==> src/spq_pkg.sv <==
// Shared types and constants for the sorted minimum priority queue.
`timescale 1ns / 1ps

package spq_pkg;

    // Queue geometry and field widths
    localparam int QUEUE_DEPTH = 16;
    localparam int KEY_W       = 32;
    localparam int PAYLOAD_W   = 32;
    localparam int COUNT_W     = $clog2(QUEUE_DEPTH + 1);

    typedef enum logic [0:0] {
        OP_PUSH = 1'b0,
        OP_POP  = 1'b1
    } op_t;

    typedef enum logic [1:0] {
        ST_DONE  = 2'd0,
        ST_EMPTY = 2'd1,
        ST_FULL  = 2'd2
    } status_t;

    // Request transaction
    typedef struct packed {
        op_t                        operation;
        logic signed [KEY_W-1:0]    key;
        logic [PAYLOAD_W-1:0]       payload;
    } req_t;

    // Response transaction
    typedef struct packed {
        status_t                    status;
        logic signed [KEY_W-1:0]    out_key;
        logic [PAYLOAD_W-1:0]       out_payload;
        logic [COUNT_W-1:0]         occupancy;
    } rsp_t;

    // One stored entry of the chain
    typedef struct packed {
        logic                       vld;
        logic signed [KEY_W-1:0]    key;
        logic [PAYLOAD_W-1:0]       payload;
    } entry_t;

    // Command broadcast to every cell
    typedef struct packed {
        logic                       push;
        logic                       pop;
        logic signed [KEY_W-1:0]    key;
        logic [PAYLOAD_W-1:0]       payload;
    } cell_cmd_t;

endpackage

==> src/spq_cell.sv <==
// One cell of the sorted chain: holds an entry and shifts with its neighbors.
`timescale 1ns / 1ps

module spq_cell (
    input  logic               clk,
    input  logic               rst_n,
    input  spq_pkg::cell_cmd_t cmd,
    input  logic               left_less,
    input  spq_pkg::entry_t    left_entry,
    input  spq_pkg::entry_t    right_entry,
    output logic               less,
    output spq_pkg::entry_t    entry
);
    import spq_pkg::*;

    logic                    vld_reg;
    logic                    vld_next;
    logic signed [KEY_W-1:0] key_reg;
    logic signed [KEY_W-1:0] key_next;
    logic [PAYLOAD_W-1:0]    payload_reg;
    logic [PAYLOAD_W-1:0]    payload_next;

    // Flag a held entry that stays ahead of the incoming key
    assign less = vld_reg && ($signed(key_reg) < $signed(cmd.key));

    assign entry.vld     = vld_reg;
    assign entry.key     = key_reg;
    assign entry.payload = payload_reg;

    // Choose keep, take new, take left or take right
    always_comb
    begin
        vld_next     = vld_reg;
        key_next     = key_reg;
        payload_next = payload_reg;
        if (cmd.push)
        begin
            if (!less)
            begin
                if (left_less)
                begin
                    vld_next     = 1'b1;
                    key_next     = cmd.key;
                    payload_next = cmd.payload;
                end
                else
                begin
                    vld_next     = left_entry.vld;
                    key_next     = left_entry.key;
                    payload_next = left_entry.payload;
                end
            end
        end
        else if (cmd.pop)
        begin
            vld_next     = right_entry.vld;
            key_next     = right_entry.key;
            payload_next = right_entry.payload;
        end
    end

    // Hold the valid flag under reset
    always_ff @(posedge clk or negedge rst_n)
    begin
        if (!rst_n)
        begin
            vld_reg <= 1'b0;
        end
        else
        begin
            vld_reg <= vld_next;
        end
    end

    // Hold the entry data
    always_ff @(posedge clk)
    begin
        key_reg     <= key_next;
        payload_reg <= payload_next;
    end

endmodule

==> src/sorted_min_priority_queue.sv <==
// Top level of the sorted minimum priority queue built from a chain of cells.
`timescale 1ns / 1ps

// Bounded min-priority queue of 16 entries, kept in ascending signed key order
// across a row of cells. Each request transaction is a push (key and payload) or
// a pop of the smallest entry, and gives exactly one response transaction with a
// status, the popped key and payload (zero unless a pop succeeded) and the count
// after the request. A new key goes ahead of held entries with an equal key.
// A push into a full queue is dropped with status 2, a pop from an empty queue
// returns status 1. Every cell compares its key against the incoming key in the
// same cycle and shifts left or right with its neighbors, so one request is taken
// each cycle and its response appears in the response register in the next cycle;
// the request side stalls only while that register holds a response that is
// itself stalled.
module sorted_min_priority_queue (
    input  logic          clk,
    input  logic          rst_n,
    input  logic          req_valid,
    output logic          req_stall,
    input  spq_pkg::req_t req,
    output logic          rsp_valid,
    input  logic          rsp_stall,
    output spq_pkg::rsp_t rsp
);
    import spq_pkg::*;

    logic               rsp_valid_reg;
    logic               rsp_valid_next;
    rsp_t               rsp_reg;
    rsp_t               rsp_next;
    logic [COUNT_W-1:0] count_reg;
    logic [COUNT_W-1:0] count_next;

    logic               accept;
    logic               is_empty;
    logic               is_full;
    cell_cmd_t          cmd;
    entry_t             cell_entry [QUEUE_DEPTH];
    logic               cell_less  [QUEUE_DEPTH];

    // Take a request unless a finished response is held back
    assign req_stall = rsp_valid_reg && rsp_stall;
    assign accept    = req_valid && !req_stall;
    assign is_empty  = (count_reg == '0);
    assign is_full   = (count_reg == COUNT_W'(QUEUE_DEPTH));

    // Broadcast the command, gated by the fill state
    always_comb
    begin
        cmd.push    = accept && (req.operation == OP_PUSH) && !is_full;
        cmd.pop     = accept && (req.operation == OP_POP) && !is_empty;
        cmd.key     = req.key;
        cmd.payload = req.payload;
    end

    // Build the chain of cells
    for (genvar i = 0; i < QUEUE_DEPTH; i++)
    begin : g_cell
        logic   left_less;
        entry_t left_entry;
        entry_t right_entry;

        if (i == 0)
        begin : g_first
            assign left_less  = 1'b1;
            assign left_entry = '0;
        end
        else
        begin : g_inner
            assign left_less  = cell_less[i-1];
            assign left_entry = cell_entry[i-1];
        end

        if (i == QUEUE_DEPTH - 1)
        begin : g_last
            assign right_entry = '0;
        end
        else
        begin : g_body
            assign right_entry = cell_entry[i+1];
        end

        spq_cell u_cell (
            .clk         (clk),
            .rst_n       (rst_n),
            .cmd         (cmd),
            .left_less   (left_less),
            .left_entry  (left_entry),
            .right_entry (right_entry),
            .less        (cell_less[i]),
            .entry       (cell_entry[i])
        );
    end

    // Advance the count
    always_comb
    begin
        count_next = count_reg;
        if (cmd.push)
        begin
            count_next = count_reg + COUNT_W'(1);
        end
        else if (cmd.pop)
        begin
            count_next = count_reg - COUNT_W'(1);
        end
    end

    // Form the response transaction
    always_comb
    begin
        rsp_valid_next = rsp_valid_reg && rsp_stall;
        rsp_next       = rsp_reg;
        if (accept)
        begin
            rsp_valid_next       = 1'b1;
            rsp_next.status      = ST_DONE;
            rsp_next.out_key     = '0;
            rsp_next.out_payload = '0;
            rsp_next.occupancy   = count_next;
            if (req.operation == OP_POP)
            begin
                if (is_empty)
                begin
                    rsp_next.status = ST_EMPTY;
                end
                else
                begin
                    rsp_next.out_key     = cell_entry[0].key;
                    rsp_next.out_payload = cell_entry[0].payload;
                end
            end
            else if (is_full)
            begin
                rsp_next.status = ST_FULL;
            end
        end
    end

    // Hold control state
    always_ff @(posedge clk or negedge rst_n)
    begin
        if (!rst_n)
        begin
            rsp_valid_reg <= 1'b0;
            count_reg     <= '0;
        end
        else
        begin
            rsp_valid_reg <= rsp_valid_next;
            count_reg     <= count_next;
        end
    end

    // Hold the response payload
    always_ff @(posedge clk)
    begin
        rsp_reg <= rsp_next;
    end

    assign rsp_valid = rsp_valid_reg;
    assign rsp       = rsp_reg;

endmodule

==> config.mk <==
export PLATFORM = sky130hd
export DESIGN_NAME = sorted_min_priority_queue
export DESIGN_NICKNAME = d
export VERILOG_FILES = /design/src/spq_pkg.sv /design/src/spq_cell.sv /design/src/sorted_min_priority_queue.sv
export SDC_FILE = /design/constraint.sdc
export NUM_CORES = 2
export LEC_CHECK = 0
export BUFFER_PORTS_ARGS = -buffer_cell sky130_fd_sc_hd__buf_2
export CELL_PAD_IN_SITES_DETAIL_PLACEMENT = 0
export CELL_PAD_IN_SITES_GLOBAL_PLACEMENT = 1
export CORE_UTILIZATION = 40
export CTS_BUF_LIST = sky130_fd_sc_hd__clkbuf_8
export CTS_CLUSTER_DIAMETER = 60
export CTS_CLUSTER_SIZE = 16
export DETAILED_ROUTE_END_ITERATION = 12
export PLACE_DENSITY_LB_ADDON = 0.15
export SYNTH_ARGS = -nofsm -noshare
export SYNTH_HDL_FRONTEND = slang
export SYNTH_HIERARCHICAL = 1
export SYNTH_SLANG_ARGS = --single-unit
export TNS_END_PERCENT = 100
==> constraint.sdc <==
create_clock -name clk -period 21.7 [get_ports clk]
set_input_delay 2.17 -clock clk [delete_from_list [all_inputs] [get_ports clk]]
set_output_delay 2.17 -clock clk [all_outputs]
set_load 0.005 [all_outputs]
==> impl_results.md <==
- Tightest Pin Transition: 1.12 ns
- Outcome: finished, final reports clean
- HP Start: g_cell[15].u_cell/payload_reg[18]$_DFFE_PP_
- TritonCTS Sinks: 1117
- Worst reg2reg path endpoint: g_cell[9].u_cell/payload_reg[28]$_DFFE_PP_
- Mapped cell area: 68600 sq um
- Initial antenna violation count: 5
- Root Driver: clkbuf_8
- Final min period: 6.56 ns
- Maximum clock path buffer count: 3
- Vias per cell: 5.30
- Crit path DAT: 7.07 ns
- GRT Residual Overflow: 0
- Resized Gates After CTS: 0
- Worst r2r path cells: 9
- Drt drc: 0
- Yosys Warn Count: 6
- Placement Cell Area: 71800 sq um
- Final slew viol count: 0
- CTS HTree Levels: 4
- Drt total wl: 180000 um
- Routed len/inst: 19.8 um
- Worst rel slew slack: 0.253
- Highest Clock Rate: 152 MHz
- Post-detail-place hpwl: 124000 um
- Clk pin slew, worst setup/hold paths: 0.09 ns
- Unrepaired setup endpoints after global routing: no
- Setup TNS: 0 ns
- P per Cell Area: 92.8 nW/um^2
- Die height: 416 um
- FF-to-FF Start: count_reg[0]$_DFF_PN0_
- Post-synthesis cell count: 6615
- Core Area: 170000 sq um
- Critical path class: primary input to register
- CTS tree: done
- Total track usage: 0.204
- Layout cells sized above 1: 0.0753
- Num rows: 151
- CTS Buf Count: 132
- Clock Skews: 0.0518 ns
- Post-Syn Area per Cell: 10.4 sq um
- Final hold slack: 0.563 ns
- Pre-antenna DRT Iters: 7
- Skew-Pair Late Insertion Delay: 0.90 ns
- Max Cap Violations: 0
- Reg-to-reg slack, setup: 16.08 ns
- Critical Path End: g_cell[9].u_cell/payload_reg[28]$_DFFE_PP_
- IO Port Bufs: 141
- Vias: 47900
- Largest net degree at the start of global routing: 253
- Final Hold Viols: 0
- Critical path fanouts, max: 252
- Setup Viol. Count Final: 0
- CP Capture Type: register
- Final Cell Area: 74700 sq um
- Initial Util: 0.404
- Nets: 7285
- Setup bufs post-CTS: 0
- Vias in the first global route: 46400
- CP Data Required Time: 22.21 ns
- Worst setup startpoint: req[64]
- I/O pins: 142
- First-pass GRT wire length: 280000 um
- Die width: 416 um
- CTS hold repair buffers: 0
- Area delta synth->final: 8.84%
- Worst setup SP type: primary input
- Die area: 173000 sq um
- Post-route antenna net violation count: 0
- Worst VDD drop: 0.0000586 V
- Gp weighted congestion: 0.823
- DRT iter0 DRCs: 3403
- Static leakage: 32.4 nW
- Final Cycle Share: 0.302
- Class of the worst hold path: register to register
-- critical path: stages --
cell and delay [ns]:
buf_2 0.10, buf_4 0.29, a311oi_4 0.32, buf_12 0.43
buf_4 0.65, buf_12 0.73, nor2_1 0.20, nor3b_4 0.88
buf_4 0.74
-- metrics by stage --
| stage | power, mW | utilization | setup slack, ns | instances |
|---|---|---|---|---|
| 6_report | 6.93 | 0.440 | 15.14 | 9045 |
| 5_1_grt | 7.34 | 0.440 | 14.81 | 9043 |
| 4_1_cts | 7.01 | 0.440 | 15.21 | 9042 |
| 3_5_place_dp | 5.33 | 0.423 | 14.22 | 8802 |
| 3_3_place_gp | 5.27 | 0.423 | 14.31 | 8802 |
| 2_1_floorplan | 4.71 | - | 12.65 | 6745 |
-- layout make-up --
cell class / count / area (sq um)
Tap cell: 2218 / 2780
Multi-Input combinational cell: 4730 / 32300
Fill cell: 16200 / 95200
Clock inverter: 103 / 985
Antenna cell: 3 / 7.51
Timing Repair Buffer: 220 / 1350
Inverter: 517 / 1940
Sequential cell: 1117 / 33400
Clock buffer: 137 / 1890
-- worst min path at each step --
stage | endpoint | slack [ns] | cells past startpoint
detailed placement | g_cell[14].u_cell/payload_reg[27]$_DFFE_PP_ | 0.56 | 2
CTS | g_cell[14].u_cell/payload_reg[18]$_DFFE_PP_ | 0.56 | 2
finish | g_cell[14].u_cell/payload_reg[18]$_DFFE_PP_ | 0.56 | 2
global route | g_cell[14].u_cell/payload_reg[18]$_DFFE_PP_ | 0.58 | 2
global placement | g_cell[14].u_cell/payload_reg[31]$_DFFE_PP_ | 0.55 | 2
floorplan | count_reg[0]$_DFF_PN0_ | 0.52 | 1
-- power by group --
group | leakage (nW) | switching, mW | internal [mW] | total (mW)
clock network | 1.47 | 0.893 | 0.765 | 1.66
logic | 20.5 | 1.31 | 0.853 | 2.16
registers | 10.5 | 0.245 | 2.86 | 3.11
total | 32.4 | 2.45 | 4.48 | 6.93
-- metal layers --
metal	vias up	wire length [um]	GRT usage	part of all wire
met3	205	7620	0.0270	0.042
met4	4	3390	0.0483	0.019
met5	-	27	0	0.00015
li1	24200	-	-	-
met2	920	72200	0.289	0.40
met1	22500	96300	0.323	0.54
-- cell usage in the layout, fill, tap and decap left out, drive strengths merged, types with 105 or more instances in the layout --
master / count
buf: 220
inv: 555
nor2: 1102
clkbuf: 137
nand2: 105
a21oi: 1214
edfxtp: 1095
conb: 132
ha: 498
mux2i: 1025
(Power assumes the default switching activity.)
